<file path="src/design/pwbs_pkg.sv">
// shared types and constants of the pulse width bit serializer
`default_nettype none

package pwbs_pkg;

  typedef enum logic [1:0] {
    OP_TICK  = 2'd0,
    OP_LOAD  = 2'd1,
    OP_START = 2'd2
  } op_e;

  typedef enum logic [1:0] {
    REG_ONE_HIGH  = 2'd0,
    REG_ZERO_HIGH = 2'd1,
    REG_PERIOD    = 2'd2,
    REG_PAUSE     = 2'd3
  } reg_e;

  typedef enum logic [2:0] {
    PH_IDLE  = 3'b001,
    PH_BITS  = 3'b010,
    PH_PAUSE = 3'b100
  } phase_e;

  localparam int unsigned HighW  = 10;
  localparam int unsigned PauseW = 21;
  localparam int unsigned CfgW   = 21;

  localparam logic [HighW-1:0]  OneHighRst  = 10'd200;
  localparam logic [HighW-1:0]  ZeroHighRst = 10'd100;
  localparam logic [HighW-1:0]  PeriodRst   = 10'd300;
  localparam logic [PauseW-1:0] PauseRst    = 21'd1200000;

  typedef struct packed {
    logic line_level;
    logic busy_res;
    logic frame_done;
    logic rejected;
  } res_t;

endpackage

`default_nettype wire

</file>
<file path="src/design/pwbs_if.sv">
// handshake channels of the pulse width bit serializer
`default_nettype none

interface pwbs_item_if;
  logic       valid;
  logic       ready;
  logic [1:0] opcode;
  logic [7:0] byte_value;
  logic [3:0] byte_index;

  modport source (output valid, output opcode, output byte_value, output byte_index,
                  input ready);
  modport sink   (input valid, input opcode, input byte_value, input byte_index,
                  output ready);
endinterface

interface pwbs_res_if;
  logic valid;
  logic ready;
  logic line_level;
  logic busy_res;
  logic frame_done;
  logic rejected;

  modport source (output valid, output line_level, output busy_res, output frame_done,
                  output rejected, input ready);
  modport sink   (input valid, input line_level, input busy_res, input frame_done,
                  input rejected, output ready);
endinterface

interface pwbs_cfg_if;
  logic                      valid;
  logic                      ready;
  logic [1:0]                waddr;
  logic [pwbs_pkg::CfgW-1:0] wdata;

  modport source (output valid, output waddr, output wdata, input ready);
  modport sink   (input valid, input waddr, input wdata, output ready);
endinterface

`default_nettype wire

</file>
<file path="src/design/pwbs_ram.sv">
// generic single write, single read ram with registered read data
`default_nettype none

module pwbs_ram #(
  parameter int unsigned Width = 8,
  parameter int unsigned Depth = 16,
  localparam int unsigned AddrW = (Depth > 1) ? $clog2(Depth) : 1
) (
  input  wire logic             clk_i,
  input  wire logic             we_i,
  input  wire logic [AddrW-1:0] waddr_i,
  input  wire logic [Width-1:0] wdata_i,
  input  wire logic [AddrW-1:0] raddr_i,
  output logic      [Width-1:0] rdata_o
);

  logic [Width-1:0] mem [Depth];

  always_ff @(posedge clk_i) begin
    if (we_i) begin
      mem[waddr_i] <= wdata_i;
    end
    rdata_o <= mem[raddr_i];
  end

endmodule

`default_nettype wire

</file>
<file path="src/design/pwbs_frame_store.sv">
// frame byte store: ram plus per-byte valid bits and write-to-read forwarding
`default_nettype none

module pwbs_frame_store #(
  parameter int unsigned Bytes = 12,
  localparam int unsigned AddrW = (Bytes > 1) ? $clog2(Bytes) : 1
) (
  input  wire logic             clk_i,
  input  wire logic             rst_ni,
  input  wire logic             we_i,
  input  wire logic [AddrW-1:0] waddr_i,
  input  wire logic [7:0]       wdata_i,
  input  wire logic [AddrW-1:0] raddr_i,
  output logic      [7:0]       rdata_o
);

  logic [Bytes-1:0] vld_q;
  logic             rd_vld_q;
  logic             fwd_hit_q;
  logic [7:0]       fwd_data_q;
  logic [7:0]       ram_rdata;

  pwbs_ram #(
    .Width(8),
    .Depth(Bytes)
  ) u_ram (
    .clk_i  (clk_i),
    .we_i   (we_i),
    .waddr_i(waddr_i),
    .wdata_i(wdata_i),
    .raddr_i(raddr_i),
    .rdata_o(ram_rdata)
  );

  always_ff @(posedge clk_i or negedge rst_ni) begin
    if (!rst_ni) begin
      vld_q     <= '0;
      rd_vld_q  <= 1'b0;
      fwd_hit_q <= 1'b0;
    end else begin
      if (we_i) begin
        vld_q[waddr_i] <= 1'b1;
      end
      rd_vld_q  <= vld_q[raddr_i];
      fwd_hit_q <= we_i && (waddr_i == raddr_i);
    end
  end

  always_ff @(posedge clk_i) begin
    fwd_data_q <= wdata_i;
  end

  // never written bytes read as zero
  always_comb begin
    if (fwd_hit_q) begin
      rdata_o = fwd_data_q;
    end else if (rd_vld_q) begin
      rdata_o = ram_rdata;
    end else begin
      rdata_o = 8'd0;
    end
  end

endmodule

`default_nettype wire

</file>
<file path="src/design/pulse_width_bit_serializer.sv">
// top level of the pulse width bit serializer
`default_nettype none

// Pulse width LED serializer. Each input item is one tick (opcode 0), a frame byte
// load (opcode 1) or a frame start (opcode 2), and gives exactly one result item.
// An item can be taken every clock cycle; its result sits in the output register
// from the next cycle on. A new item is taken in any cycle where that register is
// empty or its result leaves, so a stalled result holds the input. The frame
// sits in a byte RAM with registered read data; the RAM is always addressed with
// the byte of the next bit position so the current byte is ready when a tick needs
// it, and a load to that byte is forwarded. Per-byte valid bits make the frame read
// as zeros after reset, so no clearing pass is needed. Loads and starts are rejected
// while a frame or its pause is in progress. Configuration writes are taken at once.
module pulse_width_bit_serializer #(
  parameter int unsigned FRAME_BITS = 96
) (
  input  wire logic clk_i,
  input  wire logic rst_ni,
  pwbs_item_if.sink item_i,
  pwbs_res_if.source res_o,
  pwbs_cfg_if.sink  cfg_i
);
  import pwbs_pkg::*;

  localparam int unsigned Bytes = (FRAME_BITS + 7) / 8;
  localparam int unsigned AddrW = (Bytes > 1) ? $clog2(Bytes) : 1;
  localparam int unsigned PosW  = $clog2(FRAME_BITS);
  localparam logic [PosW-1:0] LastPos = PosW'(FRAME_BITS - 1);

  // configuration registers
  logic [HighW-1:0]  one_high_q, zero_high_q, period_q;
  logic [PauseW-1:0] pause_q;

  // sequencer state
  phase_e            phase_q, phase_d;
  logic [PosW-1:0]   bitpos_q, bitpos_d;
  logic [PauseW-1:0] tick_q, tick_d;

  logic              res_vld_q;
  res_t              res_q, res_d;

  logic              accept;
  logic              busy;
  logic              mem_we;
  logic [AddrW-1:0]  mem_raddr;
  logic [7:0]        cur_byte;
  logic              cur_bit;
  logic [HighW-1:0]  high_ticks;
  logic [HighW-1:0]  per_ticks;
  logic [PauseW-1:0] pz_ticks;
  logic [PauseW:0]   tick_inc;
  logic              per_end, pause_end;
  logic              done, rej;

  assign cfg_i.ready = 1'b1;

  always_ff @(posedge clk_i or negedge rst_ni) begin
    if (!rst_ni) begin
      one_high_q  <= OneHighRst;
      zero_high_q <= ZeroHighRst;
      period_q    <= PeriodRst;
      pause_q     <= PauseRst;
    end else if (cfg_i.valid) begin
      unique case (reg_e'(cfg_i.waddr))
        REG_ONE_HIGH:  one_high_q  <= cfg_i.wdata[HighW-1:0];
        REG_ZERO_HIGH: zero_high_q <= cfg_i.wdata[HighW-1:0];
        REG_PERIOD:    period_q    <= cfg_i.wdata[HighW-1:0];
        REG_PAUSE:     pause_q     <= cfg_i.wdata[PauseW-1:0];
        default:       one_high_q  <= one_high_q;
      endcase
    end
  end

  assign item_i.ready = !res_vld_q || res_o.ready;
  assign accept       = item_i.valid && item_i.ready;
  assign busy         = (phase_q != PH_IDLE);

  assign mem_we = accept && (op_e'(item_i.opcode) == OP_LOAD) && !busy &&
                  (32'(item_i.byte_index) < Bytes);
  // prefetch the byte of the position the sequencer moves to
  assign mem_raddr = AddrW'(bitpos_d >> 3);

  pwbs_frame_store #(
    .Bytes(Bytes)
  ) u_store (
    .clk_i  (clk_i),
    .rst_ni (rst_ni),
    .we_i   (mem_we),
    .waddr_i(AddrW'(item_i.byte_index)),
    .wdata_i(item_i.byte_value),
    .raddr_i(mem_raddr),
    .rdata_o(cur_byte)
  );

  // msb first within a byte
  assign cur_bit    = cur_byte[3'd7 - bitpos_q[2:0]];
  assign high_ticks = cur_bit ? one_high_q : zero_high_q;
  assign per_ticks  = (period_q == '0) ? HighW'(1) : period_q;
  assign pz_ticks   = (pause_q == '0) ? PauseW'(1) : pause_q;
  assign tick_inc   = {1'b0, tick_q} + (PauseW + 1)'(1);
  assign per_end    = tick_inc >= (PauseW + 1)'(per_ticks);
  assign pause_end  = tick_inc >= {1'b0, pz_ticks};

  always_comb begin
    phase_d  = phase_q;
    bitpos_d = bitpos_q;
    tick_d   = tick_q;
    done     = 1'b0;
    rej      = 1'b0;
    if (accept) begin
      unique case (item_i.opcode)
        OP_TICK: begin
          unique case (phase_q)
            PH_BITS: begin
              if (per_end) begin
                tick_d = '0;
                if (bitpos_q == LastPos) begin
                  bitpos_d = '0;
                  phase_d  = PH_PAUSE;
                end else begin
                  bitpos_d = bitpos_q + PosW'(1);
                end
              end else begin
                tick_d = tick_inc[PauseW-1:0];
              end
            end
            PH_PAUSE: begin
              if (pause_end) begin
                tick_d  = '0;
                phase_d = PH_IDLE;
                done    = 1'b1;
              end else begin
                tick_d = tick_inc[PauseW-1:0];
              end
            end
            default: phase_d = PH_IDLE;
          endcase
        end
        OP_LOAD: rej = busy;
        OP_START: begin
          if (busy) begin
            rej = 1'b1;
          end else begin
            phase_d  = PH_BITS;
            bitpos_d = '0;
            tick_d   = '0;
          end
        end
        default: rej = 1'b0;
      endcase
    end
  end

  always_comb begin
    res_d.line_level = (phase_q == PH_BITS) && (tick_q < PauseW'(high_ticks));
    res_d.busy_res   = (phase_d != PH_IDLE);
    res_d.frame_done = done;
    res_d.rejected   = rej;
  end

  always_ff @(posedge clk_i or negedge rst_ni) begin
    if (!rst_ni) begin
      phase_q   <= PH_IDLE;
      bitpos_q  <= '0;
      tick_q    <= '0;
      res_vld_q <= 1'b0;
    end else begin
      phase_q  <= phase_d;
      bitpos_q <= bitpos_d;
      tick_q   <= tick_d;
      if (item_i.ready) begin
        res_vld_q <= accept;
      end
    end
  end

  always_ff @(posedge clk_i) begin
    if (accept) begin
      res_q <= res_d;
    end
  end

  assign res_o.valid      = res_vld_q;
  assign res_o.line_level = res_q.line_level;
  assign res_o.busy_res   = res_q.busy_res;
  assign res_o.frame_done = res_q.frame_done;
  assign res_o.rejected   = res_q.rejected;

endmodule

`default_nettype wire
</file>
<file path="src/flat_wrapper.sv">
// flat-port wrapper written by rule: the top's interface ports become plain ports
module pulse_width_bit_serializer_flat import pwbs_pkg::*;
#(
  parameter int unsigned FRAME_BITS = 96
)
  (clk_i, rst_ni, item_i_valid, item_i_opcode, item_i_byte_value, item_i_byte_index, item_i_ready, res_o_valid, res_o_line_level, res_o_busy_res, res_o_frame_done, res_o_rejected, res_o_ready, cfg_i_valid, cfg_i_waddr, cfg_i_wdata, cfg_i_ready);
  pwbs_item_if item_i_i ();
  pwbs_res_if res_o_i ();
  pwbs_cfg_if cfg_i_i ();
  input  wire logic clk_i;
  input  wire logic rst_ni;
  input wire logic [$bits(item_i_i.valid)-1:0] item_i_valid;
  input wire logic [$bits(item_i_i.opcode)-1:0] item_i_opcode;
  input wire logic [$bits(item_i_i.byte_value)-1:0] item_i_byte_value;
  input wire logic [$bits(item_i_i.byte_index)-1:0] item_i_byte_index;
  output wire logic [$bits(item_i_i.ready)-1:0] item_i_ready;
  output wire logic [$bits(res_o_i.valid)-1:0] res_o_valid;
  output wire logic [$bits(res_o_i.line_level)-1:0] res_o_line_level;
  output wire logic [$bits(res_o_i.busy_res)-1:0] res_o_busy_res;
  output wire logic [$bits(res_o_i.frame_done)-1:0] res_o_frame_done;
  output wire logic [$bits(res_o_i.rejected)-1:0] res_o_rejected;
  input wire logic [$bits(res_o_i.ready)-1:0] res_o_ready;
  input wire logic [$bits(cfg_i_i.valid)-1:0] cfg_i_valid;
  input wire logic [$bits(cfg_i_i.waddr)-1:0] cfg_i_waddr;
  input wire logic [$bits(cfg_i_i.wdata)-1:0] cfg_i_wdata;
  output wire logic [$bits(cfg_i_i.ready)-1:0] cfg_i_ready;
  assign item_i_i.valid = item_i_valid;
  assign item_i_i.opcode = item_i_opcode;
  assign item_i_i.byte_value = item_i_byte_value;
  assign item_i_i.byte_index = item_i_byte_index;
  assign item_i_ready = item_i_i.ready;
  assign res_o_valid = res_o_i.valid;
  assign res_o_line_level = res_o_i.line_level;
  assign res_o_busy_res = res_o_i.busy_res;
  assign res_o_frame_done = res_o_i.frame_done;
  assign res_o_rejected = res_o_i.rejected;
  assign res_o_i.ready = res_o_ready;
  assign cfg_i_i.valid = cfg_i_valid;
  assign cfg_i_i.waddr = cfg_i_waddr;
  assign cfg_i_i.wdata = cfg_i_wdata;
  assign cfg_i_ready = cfg_i_i.ready;
  pulse_width_bit_serializer #(.FRAME_BITS(FRAME_BITS)) u_core (.clk_i(clk_i), .rst_ni(rst_ni), .item_i(item_i_i), .res_o(res_o_i), .cfg_i(cfg_i_i));
endmodule
</file>
<file path="config.mk">
export PLATFORM = sky130hd
export DESIGN_NAME = pulse_width_bit_serializer_flat
export DESIGN_NICKNAME = d
export VERILOG_FILES = /design/src/design/pwbs_pkg.sv /design/src/design/pwbs_if.sv /design/src/design/pwbs_ram.sv /design/src/design/pwbs_frame_store.sv /design/src/design/pulse_width_bit_serializer.sv /design/src/flat_wrapper.sv
export SDC_FILE = /design/constraint.sdc
export NUM_CORES = 1
export LEC_CHECK = 0
export BUFFER_PORTS_ARGS = -buffer_cell sky130_fd_sc_hd__clkbuf_2
export CORE_MARGIN = 5
export CORE_UTILIZATION = 54
export CTS_CLUSTER_DIAMETER = 120
export DETAILED_ROUTE_END_ITERATION = 12
export PLACE_DENSITY = 0.69
export SETUP_SLACK_MARGIN = 0.2
export SYNTH_ARGS = -nofsm -noshare
export SYNTH_HDL_FRONTEND = slang
export SYNTH_SLANG_ARGS = --single-unit
</file>
<file path="constraint.sdc">
create_clock -name clk_i -period 12.65 [get_ports clk_i]
set_clock_uncertainty 0.1 [all_clocks]
set_input_delay 0.6325 -clock clk_i [delete_from_list [all_inputs] [get_ports clk_i]]
set_output_delay 0.6325 -clock clk_i [all_outputs]
set_load 0.02 [all_outputs]
</file>
### Word-level counts from Yosys, hierarchy flattened

Memory sizes are Yosys's and may differ from the RTL's. A register that Yosys moved wholly into a read port is not among the register bits.
Cells that the tools add are included.

| operators by class | value |
|---|---|
| add/sub/neg operators | 3 |
| magnitude comparators | 8 |
| eq/ne operators | 15 |
| mux-type cells | 34 |
| bitwise operators | 1 |
| reduce and logical (&&, ||, !) cells | 22 |

Operators with widths:

| kind | number |
|---|---|
| 21-bit two-way mux | 4 |
| 21-bit case mux with 2 select lines | 2 |
| 7-bit two-way mux | 5 |
| 21-bit by 1-bit adder with 22-bit output, second input constant | 1 |
| 22-bit by 10-bit >= comparator with 1-bit output | 1 |
| 22-bit by 21-bit >= comparator with 1-bit output | 1 |
| 21-bit zero test | 1 |
| 21-bit by 10-bit less-than comparator with 1-bit output | 1 |
| 10-bit two-way mux | 2 |
| 8-bit two-way mux | 2 |
| 3-bit two-way mux | 5 |
| 7-bit case mux with 2 select lines | 1 |
| 12-bit bitwise OR | 1 |
| 3-bit case mux with 2 select lines | 2 |
| 10-bit zero test | 1 |
| 4-bit by 5-bit less-than comparator with 1-bit output, second input constant | 2 |
| 2-bit AND reduction | 5 |
| 3-bit by 1-bit != test with 1-bit output, second input constant | 3 |
| 7-bit by 1-bit adder with 7-bit output, second input constant | 1 |
| 7-bit equality test, second input constant | 1 |
| 1-bit logical AND | 7 |
| 1-bit two-way mux | 7 |
| 2-bit equality test, second input constant | 3 |
| 5-bit AND reduction | 1 |
| 19 further kinds | 23 |

| storage, ports and cells | value |
|---|---|
| bits in registers | 109 |
| bits in writable memories | 96 |
| input bits | 42 |
| output and inout bits | 7 |
| memories | 1 |

Memory list:

| name | words | bits a word | read ports | clocked after Yosys merged registers in | wr ports | line | text |
|---|---|---|---|---|---|---|---|
| u_core.u_store.u_ram.mem | 12 | 8 | 1 | 1 | 1 | pwbs_ram.sv:17 | `logic [Width-1:0] mem [Depth];` |

### Longest topological paths before layout

| logic depth | value |
|---|---|
| depth after elaboration | 9 |
| depth in mapped cells | 19 |
| mapped depth without buffers | 17 |

### Hierarchy

From an unflattened synthesis, not the netlist that was laid out.

| unflattened totals | value |
|---|---|
| cells, all modules | 794 |
| area total of the unflattened synthesis | 10,259.8 um2 |

Modules (own cells, without submodules):

| module | times used | cells each | area an instance (um2) | sequential area each (um2) |
|---|---|---|---|---|
| pulse_width_bit_serializer | 1 | 530 | 5,447.7 | 2,220.9 |
| pwbs_ram | 1 | 182 | 3,873.7 | 3,042.9 |
| pwbs_frame_store | 1 | 82 | 938.4 | 510.5 |

### Worst setup path before layout

OpenSTA, ideal clock, no wires.

| path | value |
|---|---|
| path kind | reg-to-reg |
| start | register u_core.tick_q[0] |
| end | register u_core.u_store.u_ram.rdata_o[1] (read register of u_core.u_store.u_ram.mem) |
| setup time | 0.079 ns |
| arrival time | 3.823 ns |
| required time | 12.471 ns |
| slack | 8.648 ns |
| cell stages (with the launch flop) | 20 |
| buffers on the path | 2 |
| period minus slack after synthesis | 4.002 ns |
| cell sequence | dfrtp_1 > ha_1 > and2_1 > nand2_1 > nor2_1 > xor2_1 > ha_1 > nand2_1 > o21ai_0 > a221oi_2 > o2111ai_4 > or3_4 > and4_1 > buf_6 > nor2_8 > inv_2 > buf_6 > mux2i_1 > a2111o_1 > o221ai_2 |

| on the way | value |
|---|---|
| longest elaborated chain between the ends | 6 |

Ends and longest elaborated chain:

| element | line | text |
|---|---|---|
| from (decl) | pulse_width_bit_serializer.sv:37 | `logic [PauseW-1:0] tick_q, tick_d;` |
| from (signal assigned) | pulse_width_bit_serializer.sv:170 | `tick_q <= tick_d;` |
| 21-bit by 1-bit adder with 22-bit output | pulse_width_bit_serializer.sv:100 | `assign tick_inc = {1'b0, tick_q} + (PauseW + 1)'(1);` |
| 22-bit by 10-bit >= comparator with 1-bit output | pulse_width_bit_serializer.sv:101 | `assign per_end = tick_inc >= (PauseW + 1)'(per_ticks);` |
| 7-bit two-way mux | pulse_width_bit_serializer.sv:115 | `if (per_end) begin` |
| 7-bit two-way mux | pulse_width_bit_serializer.sv:113 | `unique case (phase_q)` |
| 7-bit case mux with 2 select lines | pulse_width_bit_serializer.sv:111 | `unique case (item_i.opcode)` |
| 7-bit two-way mux | pulse_width_bit_serializer.sv:110 | `if (accept) begin` |
| named net u_core.bitpos_d[5] | pulse_width_bit_serializer.sv:36 | `logic [PosW-1:0] bitpos_q, bitpos_d;` |
| to (decl) | pwbs_ram.sv:14 | `output logic [Width-1:0] rdata_o` |

The timed path passes the listed nets, and every way through them passes these cells. The select of a mux whose other input is x is not followed.
A chain may end at the register's enable or synchronous reset.

### Worst setup path in the final report

| path | value |
|---|---|
| start | register u_core.tick_q[2] |
| end | register u_core.u_store.u_ram.rdata_o[0] (read register of u_core.u_store.u_ram.mem) |

| on the way | value |
|---|---|
| longest elaborated chain between the ends | 6 |

Ends and longest elaborated chain:

| element | line |
|---|---|
| 21-bit by 1-bit adder with 22-bit output | pulse_width_bit_serializer.sv:100 |
| 22-bit by 10-bit >= comparator with 1-bit output | pulse_width_bit_serializer.sv:101 |
| 7-bit two-way mux | pulse_width_bit_serializer.sv:115 |
| 7-bit two-way mux | pulse_width_bit_serializer.sv:113 |
| 7-bit case mux with 2 select lines | pulse_width_bit_serializer.sv:111 |
| 7-bit two-way mux | pulse_width_bit_serializer.sv:110 |

No other way between the ends. The select of a mux whose other input is x is not followed.

==> Implementation_results.wiki <==
{| class="wikitable"
! Metric !! Value
|-
| Hpwl dp || 17600 um
|-
| Layout cell share with drive strength beyond 1 || 0.2640
|-
| Area share of xor/xnor cells in the synthesized design || 0.02086
|-
| Kind of path behind the tightest hold check || in2reg
|-
| Number of DRC violations after detailed-routing iteration 0 || 506
|-
| Vias per cell || 5.996
|-
| Cts repair resizes || 0
|-
| Relative contribution of the clock network to total power || 0.376
|-
| Total number of vias || 7069
|-
| Post-synth cell types || 84
|-
| Maximum count of clock buffers along a single path || 3
|-
| Root buffer selected by CTS || clkbuf_16
|-
| Sequential element share of the synthesized area || 0.5290
|-
| Hold bufs inserted after CTS || 1
|-
| Hold Fails Final Rpt || 0
|-
| 1st-pass router iterations || 5
|-
| Power share of the sequential group || 0.460
|-
| Worst-path fanout max || 19
|-
| Switching part of the total || 0.2698
|-
| Max Fclk || 209.1 MHz
|-
| GRT met3 Usage || 0.02869
|-
| Relative area change from synthesis to final layout || 10.95%
|-
| Number of cell rows || 52
|-
| Source-to-sink clock delay at the later pin of the worst-skew pair || 0.53 ns
|-
| Top cell family by delay on the critical path || simple AND/OR/NAND/NOR gates
|-
| End-of-flow core utilization || 0.6043
|-
| Number of flops mapped to enable cells by yosys || 100
|-
| GR Util met1 || 0.2597
|-
| Total Die Area || 0.02316 sq mm
|-
| Chain of cells forming the critical path || nand3_2, nor3_1, nand3_1, xnor2_1, ha_1, a21oi_1, o21ai_0, a221oi_2, o2111ai_4, or3_4, and4_1, nor2_8, inv_2, mux2i_1, a2111o_1, o221ai_2
|-
| Routing usage on met2 || 0.3734
|-
| Setup repair after global routing missed its margin || no
|-
| Main combinational cell family by area after synthesis || multiplexers
|-
| Largest incremental delay on the critical path || 0.52 ns
|-
| Critical path buffers and inverters || 1
|-
| Count of nets after finishing || 979
|-
| Filler Cell Count || 1627
|-
| Area fraction in compound gates after synthesis || 0.1075
|-
| Largest area contributor in the netlist || edfxtp_1
|-
| Final routed wire length divided by cell count || 20.74 um
|-
| Antenna violations before repair || 0
|-
| Number of max-cap violations || 0
|-
| CTS tree || done
|-
| Mapped Area || 0.01092 sq mm
|-
| Setup Viol. Count Final || 0
|-
| Beginning of the worst hold path || item_i_valid
|-
| Data required time of the worst path || 13.00 ns
|-
| Number of global-route vias before repair || 7232
|-
| Largest vdd supply drop || 0.1293 mV
|-
| Setup bufs post-CTS || 0
|-
| Final ANT Viol Nets || 0
|-
| Worst-path clk slew || 0.06 ns
|-
| Arrival time of the worst setup path || 5.13 ns
|-
| Total nets after synthesis || 941
|-
| Total congestion overflow || 0
|-
| Deepest level of the CTS H-tree || 1
|-
| Internal Pwr Total || 0.001363 W
|-
| Setup Total Neg Slack || 0 ns
|-
| Inserted Clock Buffers || 23
|-
| Wire length of the first global-routing pass || 39470 um
|-
| Number of sinks on the clock net || 213
|-
| RD Place Congestion || 0.9297
|-
| I/O pin count || 49
|-
| Net switching power of the design || 0.0005038 W
|-
| Die Height || 152.2 um
|-
| Share of total power in combinational logic || 0.164
|-
| Overall fraction of global-route tracks in use || 0.2097
|-
| Area of all sequential standard cells || 0.005774 sq mm
|-
| Antenna diode instance count || 0
|-
| Cell with the largest stage delay on the worst path || dfrtp_1
|-
| Pin count of the biggest net entering global routing || 71
|-
| Post-Syn Area per Cell || 12.78 sq um
|-
| Post-synth ARST share || 0.4554
|-
| Multi-input combinational cell area || 0.004691 sq mm
|-
| Final period demand of the worst path || 4.782 ns
|-
| # port buffers || 47
|-
| Most Used Layer, Global Route || met2
|-
| Adder-cell share of the synthesized area || 0.05158
|-
| Number of flip-flops and latches in the synthesized netlist || 213
|-
| Leading cell types by total area after synthesis || edfxtp_1 28%, dfrtp_1 18%, mux2_2 7.4%
|-
| Result of the run || completed
|-
| Final Max Slew Viols || 0
|-
| Leak || 5.042 nW
|-
| Gate Count Post-Synth || 854
|-
| Die Width || 152.2 um
|-
| Fraction of post-synthesis cell area in the top cell type by area || 0.2751
|-
| Actual slew at the worst max-slew pin || 1.146 ns
|-
| Power density of the placed cells || 154.2 mW/mm^2
|-
| Setup CP Type || reg2reg
|-
| Core area || 0.02004 sq mm
|-
| Simple-gate area share of the yosys netlist || 0.1131
|-
| Relative slew slack || 0.2342
|-
| Routed WL || 24450 um
|-
| Commonest register cell after synthesis || edfxtp_1
|-
| DRC violations left || 0
|-
| Post-synthesis mux area share || 0.1341
|-
| Kind of start point of the critical path || flop
|-
| Launching instance or port of the critical path || u_core.tick_q[2]
|-
| Reg-to-Reg Start || u_core.tick_q[2]
|-
| Sort of element at the end of the critical path || flop
|-
| Synth warn || 0
|-
| Design Power || 0.001867 W
|-
| Initial core utilization || 0.5447
|-
| Period utilization || 0.3780
|}
-- cell families (layout without fill, tap and decap cells) --
| kind of cell | Yosys count | count (layout) |
|---|---|---|
| XOR/XNOR | 26 | 26 |
| AND/OR/NAND/NOR | 204 | 204 |
| flip-flops | 213 | 213 |
| adder cells (fa/ha/maj) | 45 | 45 |
| AO/OA/AOI/OAI | 141 | 141 |
| multiplexers | 131 | 131 |
| other | 1 | 1 |
| buffers and inverters | 93 | 148 |
-- layout by cell type (no fill, tap or decap), drive strengths merged, types with 14 or more instances in the layout --
cell type / n
edfxtp: 100
dfrtp: 78
clkbuf: 78
mux2: 72
mux2i: 54
inv: 48
ha: 45
nand2: 41
nor3: 28
nor2: 26
xnor2: 19
dfstp: 19
o21ai: 19
nor4: 19
dfxtp: 16
nand3: 15
a21oi: 14
nand4: 14
-- synthesized netlist by cell type (all sizes together) (9+ instances only) --
| cell type | count |
|---|---|
| dfrtp | 78 |
| a211oi | 11 |
| a21o | 10 |
| inv | 47 |
| a22o | 12 |
| nor2 | 26 |
| or2 | 12 |
| buf | 29 |
| nand4 | 14 |
| nor4 | 19 |
| dfxtp | 16 |
| nand2 | 41 |
| clkbuf | 17 |
| a21oi | 14 |
| nor3 | 28 |
| o31ai | 12 |
| mux2i | 54 |
| mux2 | 72 |
| nand2b | 9 |
| ha | 45 |
| nand3 | 15 |
| o21a | 13 |
| xnor2 | 19 |
| o21ai | 19 |
| edfxtp | 100 |
| dfstp | 19 |
-- power groups by stage --
| stage | registers [W] | logic (W) | clock network [W] |
|---|---|---|---|
| after floorplan | 0.000833 | 0.000257 | 0 |
| after global placement | 0.000870 | 0.000297 | 0 |
| after detailed placement | 0.000873 | 0.000307 | 0 |
| after CTS | 0.000860 | 0.000309 | 0.000714 |
| after global routing | 0.000869 | 0.000341 | 0.000742 |
| final | 0.000860 | 0.000306 | 0.000701 |
-- state kept, by name, indices dropped and copies added (netlist names), 3 cells and up --
name	cells
u_core.u_store.fwd_data_q	8
u_core.u_store.vld_q	12
u_core.u_store.u_ram.rdata_o	8
u_core.one_high_q	10
u_core.bitpos_q	7
u_core.zero_high_q	10
u_core.pause_q	21
u_core.tick_q	21
u_core.u_store.u_ram.mem	96
u_core.period_q	10
u_core.phase_q	3
-- path summary, 6_finish.rpt --
kind                                                        end  slack, ns  cells past startpoint
worst min register to register         u_core.u_store.vld_q[10]       0.37                      2
worst min-delay path                         u_core.res_o.valid       0.22                      2
worst max register to register  u_core.u_store.u_ram.rdata_o[0]       7.87                     16
max in group asynchronous                     u_core.pause_q[0]      10.74                      3
worst max-delay path            u_core.u_store.u_ram.rdata_o[0]       7.87                     16
min in group asynchronous                    u_core.bitpos_q[2]       0.48                      2
-- metal layers --
metal,wire length (um),share of wire
met2,12590,0.51
met1,9767,0.40
met3,1085,0.044
met5,0,0
met4,1010,0.041
-- per-stage QoR --
stage	std cells	hold WS (ns)	setup slack (ns)	cell area, sq um
6_report	1179	0.2229	7.868	12110
5_1_grt	1179	0.2363	7.519	12110
4_1_cts	1179	0.2106	7.892	12110
3_5_place_dp	1136	0.3575	7.888	11300
3_3_place_gp	1136	0.3430	8.061	11300
2_1_floorplan	854	0.2369	8.648	10920
-- area by class of cell --
cell class              instances  area share
inverters                      47     0.01457
multi-input cells             548      0.3873
flip-flops and latches        213      0.4768
clock inverters                10     0.01167
well taps                     270     0.02790
repair buffers                 59     0.02728
clock buffers                  32     0.05445
Power figures use the tool's default switching activity.
